--- config.mk ---
export PLATFORM = sky130hd
export DESIGN_NAME = priority_voice_limiter
export DESIGN_NICKNAME = d
export VERILOG_FILES = /design/src/sv/pvl_pkg.sv /design/src/sv/pvl_table.sv /design/src/sv/pvl_cmp.sv /design/src/sv/pvl_ctrl.sv /design/src/sv/priority_voice_limiter.sv
export SDC_FILE = /design/constraint.sdc
export NUM_CORES = 2
export LEC_CHECK = 0
export BUFFER_PORTS_ARGS = -buffer_cell sky130_fd_sc_hd__buf_2
export CORE_ASPECT_RATIO = 0.6
export CORE_MARGIN = 2
export CORE_UTILIZATION = 57
export DETAILED_ROUTE_END_ITERATION = 16
export PLACE_DENSITY = 0.76
export SLEW_MARGIN = 15
export SYNTH_ARGS = -nofsm -noshare
export SYNTH_HDL_FRONTEND = slang
export SYNTH_HIERARCHICAL = 1
export SYNTH_SLANG_ARGS = --single-unit
--- constraint.sdc ---
create_clock -name clk -period 6.3 [get_ports clk]
set_clock_uncertainty 0.1 [all_clocks]
set_input_delay 0.315 -clock clk [delete_from_list [all_inputs] [get_ports clk]]
set_output_delay 0.315 -clock clk [all_outputs]
set_load 0.05 [all_outputs]
--- src/sv/pvl_pkg.sv ---
// Shared types, constants and helpers for the priority voice limiter.
// Used by every module of the block; no dependencies.
package pvl_pkg;

  localparam int TABLE_ENTRIES = 32;
  localparam int IDX_W         = $clog2(TABLE_ENTRIES);
  localparam int CNT_W         = $clog2(TABLE_ENTRIES + 1);
  localparam int LIMIT_W       = 6;
  localparam int TOTAL_W       = 6;
  localparam int CMP_W         = (CNT_W > LIMIT_W) ? CNT_W : LIMIT_W;
  localparam logic [LIMIT_W-1:0] LIMIT_RESET = LIMIT_W'(16);

  typedef enum logic [1:0] {
    OP_REQUEST = 2'd0,
    OP_RELEASE = 2'd1,
    OP_QUERY   = 2'd2,
    OP_UNUSED  = 2'd3
  } op_t;

  typedef enum logic [2:0] {
    ST_NEW       = 3'd0,
    ST_EXIST     = 3'd1,
    ST_RELEASED  = 3'd2,
    ST_NOT_FOUND = 3'd3,
    ST_FULL      = 3'd4
  } status_t;

  typedef enum logic [1:0] {
    CS_IDLE,
    CS_SCAN,
    CS_DRAIN,
    CS_FINISH
  } ctrl_state_t;

  typedef struct packed {
    logic [15:0] source;
    logic [7:0]  prio;
    logic [15:0] aud;
    logic [15:0] age;
  } entry_t;

  // ranking key: prio, audibility, relative age (larger is older)
  typedef struct packed {
    logic [7:0]  prio;
    logic [15:0] aud;
    logic [15:0] rel;
  } cmp_key_t;

  typedef struct packed {
    logic             mem_we;
    logic [IDX_W-1:0] mem_addr;
    entry_t           mem_data;
    logic             flag_we;
    logic [IDX_W-1:0] flag_addr;
    logic             flag_valid;
    logic             flag_active;
    logic             steal;
    logic [IDX_W-1:0] steal_addr;
  } tbl_wr_t;

  typedef struct packed {
    logic               granted;
    status_t            status;
    logic [TOTAL_W-1:0] active_total;
    logic [TOTAL_W-1:0] virtual_total;
  } result_t;

  function automatic logic [TOTAL_W-1:0] sat_total(input logic [CNT_W-1:0] v);
    logic [CNT_W+TOTAL_W-1:0] wide;
    wide = (CNT_W + TOTAL_W)'(v);
    if (wide > (CNT_W + TOTAL_W)'({TOTAL_W{1'b1}})) begin
      return {TOTAL_W{1'b1}};
    end
    return wide[TOTAL_W-1:0];
  endfunction

endpackage

--- src/sv/pvl_table.sv ---
// Source table: entry memory with registered read, plus valid/active flag flops.
// Depends on pvl_pkg.
module pvl_table (
  input  logic                  clk,
  input  logic                  rst,
  input  logic [pvl_pkg::IDX_W-1:0] rd_addr,
  output pvl_pkg::entry_t       rd_data,
  output logic                  rd_valid,
  output logic                  rd_active,
  input  pvl_pkg::tbl_wr_t      tbl_wr
);
  import pvl_pkg::*;

  entry_t                   mem [TABLE_ENTRIES];
  logic [TABLE_ENTRIES-1:0] valid;
  logic [TABLE_ENTRIES-1:0] active;
  logic [TABLE_ENTRIES-1:0] active_next;

  // steal and new-entry flag land on different entries in the same commit
  always_comb begin
    active_next = active;
    if (tbl_wr.steal) begin
      active_next[tbl_wr.steal_addr] = 1'b0;
    end
    if (tbl_wr.flag_we) begin
      active_next[tbl_wr.flag_addr] = tbl_wr.flag_active;
    end
  end

  always_ff @(posedge clk) begin
    if (tbl_wr.mem_we) begin
      mem[tbl_wr.mem_addr] <= tbl_wr.mem_data;
    end
    rd_data <= mem[rd_addr];
  end

  always_ff @(posedge clk) begin
    if (rst) begin
      valid     <= '0;
      active    <= '0;
      rd_valid  <= 1'b0;
      rd_active <= 1'b0;
    end else begin
      rd_valid  <= valid[rd_addr];
      rd_active <= active[rd_addr];
      active    <= active_next;
      if (tbl_wr.flag_we) begin
        valid[tbl_wr.flag_addr] <= tbl_wr.flag_valid;
      end
    end
  end

endmodule

--- src/sv/pvl_cmp.sv ---
// Shared ranking compare: is key a a worse voice than key b.
// Depends on pvl_pkg.
module pvl_cmp (
  input  pvl_pkg::cmp_key_t a,
  input  pvl_pkg::cmp_key_t b,
  output logic              a_worse
);
  import pvl_pkg::*;

  always_comb begin
    priority if (a.prio != b.prio) begin
      a_worse = a.prio > b.prio;
    end else if (a.aud != b.aud) begin
      a_worse = a.aud < b.aud;
    end else begin
      a_worse = a.rel > b.rel;
    end
  end

endmodule

--- src/sv/pvl_ctrl.sv ---
// Sequencer: walks the table one entry per cycle, then commits the update.
// Depends on pvl_pkg; drives pvl_table and the shared pvl_cmp.
module pvl_ctrl (
  input  logic                        clk,
  input  logic                        rst,
  input  logic                        in_valid,
  output logic                        in_stall,
  input  logic [1:0]                  op,
  input  logic [15:0]                 source_id,
  input  logic [7:0]                  priority_req,
  input  logic [15:0]                 audibility,
  input  logic [pvl_pkg::LIMIT_W-1:0] voice_limit,
  input  logic                        out_free,
  output logic [pvl_pkg::IDX_W-1:0]   rd_addr,
  input  pvl_pkg::entry_t             rd_data,
  input  logic                        rd_valid,
  input  logic                        rd_active,
  output pvl_pkg::tbl_wr_t            tbl_wr,
  output pvl_pkg::cmp_key_t           cmp_a,
  output pvl_pkg::cmp_key_t           cmp_b,
  input  logic                        a_worse,
  output logic                        res_load,
  output pvl_pkg::result_t            result
);
  import pvl_pkg::*;

  ctrl_state_t state, state_next;

  logic [IDX_W-1:0] scan_addr;
  logic             rvalid;
  logic [IDX_W-1:0] ridx;

  op_t         req_op;
  logic [15:0] req_src;
  logic [7:0]  req_prio;
  logic [15:0] req_aud;

  logic             found;
  logic [IDX_W-1:0] match_idx;
  logic [15:0]      match_age;
  logic             match_active;
  logic             free_found;
  logic [IDX_W-1:0] free_idx;
  logic             worst_found;
  logic [IDX_W-1:0] worst_idx;
  cmp_key_t         worst_key;

  logic [CNT_W-1:0] active_count, active_count_next;
  logic [CNT_W-1:0] virtual_count, virtual_count_next;
  logic [15:0]      stamp, stamp_next;

  cmp_key_t cand_key;
  logic     scan_last;
  logic     below_limit;

  assign cand_key  = '{prio: rd_data.prio, aud: rd_data.aud, rel: stamp - rd_data.age};
  assign scan_last = (scan_addr == IDX_W'(TABLE_ENTRIES - 1));
  assign below_limit = CMP_W'(active_count) < CMP_W'(voice_limit);
  assign rd_addr   = scan_addr;

  always_comb begin
    state_next = state;
    unique case (state)
      CS_IDLE:   if (in_valid) state_next = CS_SCAN;
      CS_SCAN:   if (scan_last) state_next = CS_DRAIN;
      CS_DRAIN:  state_next = CS_FINISH;
      CS_FINISH: if (out_free) state_next = CS_IDLE;
    endcase
  end

  always_comb begin
    in_stall           = 1'b1;
    res_load           = 1'b0;
    tbl_wr             = '0;
    cmp_a              = cand_key;
    cmp_b              = worst_key;
    active_count_next  = active_count;
    virtual_count_next = virtual_count;
    stamp_next         = stamp;
    result.granted     = 1'b0;
    result.status      = ST_NOT_FOUND;
    unique case (state)
      CS_IDLE: begin
        in_stall = 1'b0;
      end
      CS_SCAN, CS_DRAIN: begin
      end
      CS_FINISH: begin
        // beats-the-worst check reuses the ranker with ages tied
        cmp_a = worst_key;
        cmp_b = '{prio: req_prio, aud: req_aud, rel: worst_key.rel};
        res_load = out_free;
        if (out_free) begin
          unique case (req_op)
            OP_REQUEST: begin
              if (found) begin
                tbl_wr.mem_we   = 1'b1;
                tbl_wr.mem_addr = match_idx;
                tbl_wr.mem_data = '{source: req_src, prio: req_prio, aud: req_aud,
                                    age: match_age};
                result.granted  = match_active;
                result.status   = ST_EXIST;
              end else if (!free_found) begin
                result.status = ST_FULL;
              end else begin
                tbl_wr.mem_we     = 1'b1;
                tbl_wr.mem_addr   = free_idx;
                tbl_wr.mem_data   = '{source: req_src, prio: req_prio, aud: req_aud,
                                      age: stamp};
                tbl_wr.flag_we    = 1'b1;
                tbl_wr.flag_addr  = free_idx;
                tbl_wr.flag_valid = 1'b1;
                if (below_limit) begin
                  tbl_wr.flag_active = 1'b1;
                  active_count_next  = active_count + 1'b1;
                end else begin
                  // stolen voice turns virtual; active count unchanged
                  tbl_wr.steal       = worst_found && a_worse;
                  tbl_wr.steal_addr  = worst_idx;
                  tbl_wr.flag_active = worst_found && a_worse;
                  virtual_count_next = virtual_count + 1'b1;
                end
                stamp_next     = stamp + 16'd1;
                result.granted = tbl_wr.flag_active;
                result.status  = ST_NEW;
              end
            end
            OP_RELEASE: begin
              if (found) begin
                if (match_active) begin
                  if (active_count != '0) active_count_next = active_count - 1'b1;
                end else begin
                  if (virtual_count != '0) virtual_count_next = virtual_count - 1'b1;
                end
                tbl_wr.flag_we   = 1'b1;
                tbl_wr.flag_addr = match_idx;
                result.status    = ST_RELEASED;
              end
            end
            OP_QUERY: begin
              if (found) begin
                result.granted = match_active;
                result.status  = ST_EXIST;
              end
            end
            OP_UNUSED: begin
            end
          endcase
        end
      end
    endcase
    result.active_total  = sat_total(active_count_next);
    result.virtual_total = sat_total(virtual_count_next);
  end

  always_ff @(posedge clk) begin
    if (rst) begin
      state         <= CS_IDLE;
      rvalid        <= 1'b0;
      active_count  <= '0;
      virtual_count <= '0;
      stamp         <= '0;
      found         <= 1'b0;
      free_found    <= 1'b0;
      worst_found   <= 1'b0;
      scan_addr     <= '0;
    end else begin
      state         <= state_next;
      rvalid        <= (state == CS_SCAN);
      active_count  <= active_count_next;
      virtual_count <= virtual_count_next;
      stamp         <= stamp_next;
      if (state == CS_IDLE) begin
        scan_addr   <= '0;
        found       <= 1'b0;
        free_found  <= 1'b0;
        worst_found <= 1'b0;
      end else if (state == CS_SCAN) begin
        scan_addr <= scan_addr + 1'b1;
      end
      if (rvalid) begin
        if (rd_valid && rd_data.source == req_src && !found) begin
          found <= 1'b1;
        end
        if (!rd_valid && !free_found) begin
          free_found <= 1'b1;
        end
        if (rd_valid && rd_active && (!worst_found || a_worse)) begin
          worst_found <= 1'b1;
        end
      end
    end
  end

  // request fields and scan captures
  always_ff @(posedge clk) begin
    ridx <= scan_addr;
    if (state == CS_IDLE && in_valid) begin
      req_op   <= op_t'(op);
      req_src  <= source_id;
      req_prio <= priority_req;
      req_aud  <= audibility;
    end
    if (rvalid) begin
      if (rd_valid && rd_data.source == req_src && !found) begin
        match_idx    <= ridx;
        match_age    <= rd_data.age;
        match_active <= rd_active;
      end
      if (!rd_valid && !free_found) begin
        free_idx <= ridx;
      end
      if (rd_valid && rd_active && (!worst_found || a_worse)) begin
        worst_idx <= ridx;
        worst_key <= cand_key;
      end
    end
  end

endmodule

--- src/sv/priority_voice_limiter.sv ---
// Top level of the priority voice limiter: config register, result register,
// sequencer, source table and shared ranker. Depends on pvl_pkg and submodules.
//
//   channel   handshake             payload
//   -------   -------------------   ---------------------------------------------
//   input     in_valid / in_stall   op, source_id, priority_req, audibility
//   output    out_valid / out_stall granted, status, active_total, virtual_total
//   config    cfg_wr_en             cfg_wr_data (voice_limit)
//
// Each request goes through accept, one table read per entry through the single
// memory port, one drain and one commit.
// The commit waits while the previous result is still held and stalled.
// rst (synchronous) empties the table, clears counts and stamp, limit to 16.
// in_stall is high whenever a request is in flight.
module priority_voice_limiter (
  input  logic                        clk,
  input  logic                        rst,
  input  logic                        in_valid,
  output logic                        in_stall,
  input  logic [1:0]                  op,
  input  logic [15:0]                 source_id,
  input  logic [7:0]                  priority_req,
  input  logic [15:0]                 audibility,
  output logic                        out_valid,
  input  logic                        out_stall,
  output logic                        granted,
  output logic [2:0]                  status,
  output logic [pvl_pkg::TOTAL_W-1:0] active_total,
  output logic [pvl_pkg::TOTAL_W-1:0] virtual_total,
  input  logic                        cfg_wr_en,
  input  logic [pvl_pkg::LIMIT_W-1:0] cfg_wr_data
);
  import pvl_pkg::*;

  logic [LIMIT_W-1:0] voice_limit;
  logic               out_free;
  logic               res_load;
  result_t            result;

  logic [IDX_W-1:0] rd_addr;
  entry_t           rd_data;
  logic             rd_valid;
  logic             rd_active;
  tbl_wr_t          tbl_wr;
  cmp_key_t         cmp_a;
  cmp_key_t         cmp_b;
  logic             a_worse;

  // result slot frees up in the same cycle it is taken
  assign out_free = !out_valid || !out_stall;

  always_ff @(posedge clk) begin
    if (rst) begin
      voice_limit <= LIMIT_RESET;
    end else if (cfg_wr_en) begin
      voice_limit <= cfg_wr_data;
    end
  end

  always_ff @(posedge clk) begin
    if (rst) begin
      out_valid <= 1'b0;
    end else if (res_load) begin
      out_valid <= 1'b1;
    end else if (!out_stall) begin
      out_valid <= 1'b0;
    end
  end

  always_ff @(posedge clk) begin
    if (res_load) begin
      granted       <= result.granted;
      status        <= result.status;
      active_total  <= result.active_total;
      virtual_total <= result.virtual_total;
    end
  end

  pvl_ctrl u_ctrl (
    .clk          (clk),
    .rst          (rst),
    .in_valid     (in_valid),
    .in_stall     (in_stall),
    .op           (op),
    .source_id    (source_id),
    .priority_req (priority_req),
    .audibility   (audibility),
    .voice_limit  (voice_limit),
    .out_free     (out_free),
    .rd_addr      (rd_addr),
    .rd_data      (rd_data),
    .rd_valid     (rd_valid),
    .rd_active    (rd_active),
    .tbl_wr       (tbl_wr),
    .cmp_a        (cmp_a),
    .cmp_b        (cmp_b),
    .a_worse      (a_worse),
    .res_load     (res_load),
    .result       (result)
  );

  pvl_table u_table (
    .clk       (clk),
    .rst       (rst),
    .rd_addr   (rd_addr),
    .rd_data   (rd_data),
    .rd_valid  (rd_valid),
    .rd_active (rd_active),
    .tbl_wr    (tbl_wr)
  );

  // one ranker serves both the worst-voice scan and the steal decision
  pvl_cmp u_cmp (
    .a       (cmp_a),
    .b       (cmp_b),
    .a_worse (a_worse)
  );

endmodule

==> summary.txt <==
Route
  – Iter 0 DRT Violations: 6,120
  – Via count: 42.6k
  – Vias per std cell: 6.74
  – TritonRoute pass-1 iters: 7
  – WL/cell: 32.4 um
  – Routed WL: 205 mm
  – ANT nets after route: 0
  – DRC: 0

Worst setup path
  – Crit path max fanout: 8
  – Crit Path Class: reg2reg
  – FF-to-FF path depth: 20
  – Critical Path End Type: flip-flop
  – WP depth: 20
  – FF-to-FF setup slack: 0.93 ns
  – CP arrival: 5.91 ns
  – CP max-delay cell: nor4_1
  – FF-to-FF Start: u_ctrl/stamp[0]$_SDFFE_PP0P_
  – CP required: 6.84 ns
  – Delay-heaviest family, CP: compound AO/OA/AOI/OAI gates
  – Crit start category: flip-flop
  – Most frequent CP cell: a21oi_1
  – CP Cell Sequence: inv_1 > ha_1 > fa_1 > nand2b_1 > a21oi_1 > o2111ai_1 > o211a_1 > a311oi_1 > ha_1 > and4_1 > nand3_1 > a21oi_1 > a211oi_1 > a21oi_1 > o21a_1 > nand2_1 > nor4_1 > or3b_1 > o211ai_1 > a21oi_1
  – Reg2reg end: u_table/active[0]$_SDFF_PP0_
  – Slowest cell delay on critical path: 0.58 ns
  – Crit path buffers/inverters: 1

Yosys
  – Synth Area in Compound Gates: 2.42%
  – Netlist cell types: 78
  – Sequential cell area fraction in the yosys report: 73.8%
  – Main flop type after synthesis: edfxtp_1
  – Post-synth ARST share: 0%
  – Adder-cell share of the synthesized area: 1.13%
  – Syn Area/Cell: 20.5 um^2
  – Synth Area in Simple Gates: 3.11%
  – Cell Area, Synth: 0.0829 mm^2
  – YS warnings: 6
  – Xor/xnor share of the synthesized area: 0.486%
  – #FFs+latches synth: 2,095
  – Synth area leaders: edfxtp_1 (70%), mux4_2 (16%), dfxtp_1 (4.2%), mux2_2 (1.6%), ha_1 (1.1%)
  – Post-synth EDFFs: 1,922
  – Mux contribution to synthesized area: 17.4%
  – Syn Inst Count: 4,047
  – Cell taking the most area after synthesis: edfxtp_1
  – Syn_nets: 4,174
  – Share of the synthesized area in the top cell type: 69.6%
  – Largest family of logic cells by synthesized area: multiplexers

Power and ir drop
  – Gate power share: 5.9%
  – Peak VDD IR: 0.416 mV
  – P_leak: 24.5 nW
  – Switching Share: 21.5%
  – Internal Pwr Total: 22.0 mW
  – Power Total: 28.0 mW
  – Pwr per Cell Area: 301 mW/mm^2
  – Clock network power share: 39.8%
  – Sequential share of power: 54.3%
  – Switching power: 6.01 mW

Clock tree
  – Clk sink count: 2,095
  – Clock transition at path regs: 0.07 ns
  – # Post-CTS Setup Buffers: 0
  – CTS Buf Count: 176
  – Worst skew pair latency: 0.83 ns
  – CTS tree: done
  – CTS max path bufs: 3
  – Clk root buf: clkbuf_16
  – H-Tree Level Count: 4

STA
  – Worst Tran Pin Value: 1.12 ns
  – # setup viols final: 0
  – Slew headroom: 25.2%
  – Slew Viols, Final: 0
  – Total negative slack: 0 ns
  – RSZ-0062 raised after global routing: no
  – Final Hold Vio Count: 0
  – Tcrit/Tclk final: 85.3%
  – Tmin final: 5.37 ns
  – Max frequency: 186 MHz

Floorplanning
  – Chip width: 496 um
  – Core area: 0.144 mm^2
  – Starting density of the core: 57.4%
  – Row count: 108
  – Die area: 0.149 mm^2
  – Io pins: 71
  – Die Span Y: 299 um

Run
  – Max_cap viols: 0

Worst hold path
  – Min-Delay Path Class: in2reg
  – HP Start: priority_req[3]
  – Hold Path Depth: 2
  – Hold Path End: u_ctrl/req_prio[3]$_DFFE_PP_

Global routing
  – Grt ovf: 0
  – GRT Total Usage: 28.0%
  – Vias in the first global route: 41.7k
  – Largest net degree at the start of global routing: 134
  – Initial antenna violation count: 8
  – First-pass GRT wire length: 296 mm

Final layout
  – Number of fillers in the final layout: 9,154
  – Most frequent cells in the layout: edfxtp_1 (1,922), mux4_2 (574), clkbuf_16 (179), dfxtp_1 (168), nand2_1 (122)
  – Ratio of cells with drive above 1 in the final layout: 27.3%
  – Nets: 4,373
  – Area grow syn2layout: 12.2%
  – Most common cell after layout, fill and taps aside: edfxtp_1

Place
  – Port bufs: 70
  – Hpwl dp: 107 mm
  – RePlAce Congestion: 0.883

Run status
  – Outcome: finished, final reports clean
power by group through the flow:
stage          registers (mW)  logic [mW]  clock network (mW)
2_1_floorplan            15.5        1.33                   0
3_3_place_gp             15.5        1.64                   0
3_5_place_dp             15.5        1.66                   0
4_1_cts                  15.2        1.70                11.3
5_1_grt                  15.2        1.80                11.8
6_report                 15.2        1.67                11.2
worst max path at each step:
stage	from	slack, ns	end
after floorplan	u_ctrl/stamp[4]$_SDFFE_PP0P_	0.44	u_ctrl/worst_idx[0]$_DFFE_PP_
after global placement	u_ctrl/stamp[0]$_SDFFE_PP0P_	1.16	u_table/active[4]$_SDFF_PP0_
after detailed placement	u_ctrl/stamp[4]$_SDFFE_PP0P_	1.03	u_table/active[0]$_SDFF_PP0_
after CTS	u_ctrl/stamp[0]$_SDFFE_PP0P_	0.99	u_table/active[0]$_SDFF_PP0_
after global routing	u_ctrl/stamp[4]$_SDFFE_PP0P_	0.54	u_table/active[24]$_SDFF_PP0_
final	u_ctrl/stamp[0]$_SDFFE_PP0P_	0.93	u_table/active[0]$_SDFF_PP0_
stage by stage:
stage / cells / util [%] / worst slack, ns / instance area [um^2] / hold WS, ns
3_3_place_gp: 5936 / 59.9 / 1.16 / 86600 / 0.315
4_1_cts: 6321 / 64.4 / 0.986 / 93000 / 0.0350
2_1_floorplan: 4047 / - / 0.438 / 82900 / 0.266
6_report: 6323 / 64.4 / 0.926 / 93000 / 0.0984
3_5_place_dp: 5936 / 59.9 / 1.03 / 86600 / 0.317
5_1_grt: 6322 / 64.4 / 0.536 / 93000 / 0.0714
layout make-up:
| cell class | count | area (um^2) | share of cell area [%] |
|---|---|---|---|
| flip-flops and latches | 2095 | 61200 | 65.8 |
| multi-input cells | 1636 | 20600 | 22.2 |
| clock buffers | 233 | 4770 | 5.13 |
| repair buffers | 249 | 2620 | 2.81 |
| well taps | 1925 | 2410 | 2.59 |
| clock inverters | 95 | 1060 | 1.14 |
| inverters | 88 | 330 | 0.355 |
| diodes | 2 | 5.00 | 0.00538 |
cells in the mapped netlist, drive strengths merged, types with 4 or more instances:
cell,instances
nor3b,11
a22o,15
o221ai,19
buf,100
nand3b,21
edfxtp,1922
xnor2,34
nor2,108
nor4,4
and4,9
mux2i,18
mux2,115
and3,9
a21o,8
inv,88
o21a,6
nor3,25
nand2,122
dfxtp,173
xor2,12
a31oi,9
a311oi,5
clkbuf,128
o211ai,25
or3b,8
ha,73
a221oi,5
nand4,19
a2111oi,6
nand2b,10
or3,11
a21oi,122
nand3,63
o22ai,4
o21ai,47
a211oi,9
nor2b,13
mux4,574
or4,5
and2,52
repair_timing:
item / in CTS / in global routing
hold endpoints to repair: 64 / 0
hold buffers: 57 / 0
resized for setup: 0 / 0
endpoints found under the setup margin: 0 / 0
registers in the layout, summed over array words and instances, names as in the netlist, 6 cells and up:
| register | count |
|---|---|
| u_ctrl/active_count | 6 |
| active_total | 6 |
| virtual_total | 6 |
| u_table/mem | 1792 |
| u_ctrl/stamp | 16 |
| u_table/valid | 32 |
| u_ctrl/match_age | 16 |
| u_ctrl/req_src | 16 |
| u_ctrl/req_aud | 16 |
| u_ctrl/worst_key | 40 |
| u_table/active | 32 |
| voice_limit | 6 |
| u_ctrl/req_prio | 8 |
| u_ctrl/virtual_count | 6 |
| u_table/rd_data | 56 |
layer usage:
metal	share of wire [%]	track usage [%]	up-vias
li1	-	-	17100
met1	40	42.8	22300
met2	44	39.9	2905
met3	13	8.19	361
met4	2.6	7.50	2
met5	0.0063	0	-
logic make-up after synthesis:
group | Yosys count
flops | 2095
mux | 707
simple gates | 500
buf+inv | 316
compound gates | 309
fa+ha+maj | 74
xor+xnor | 46
No activity file was read; power rests on OpenSTA's default activity.
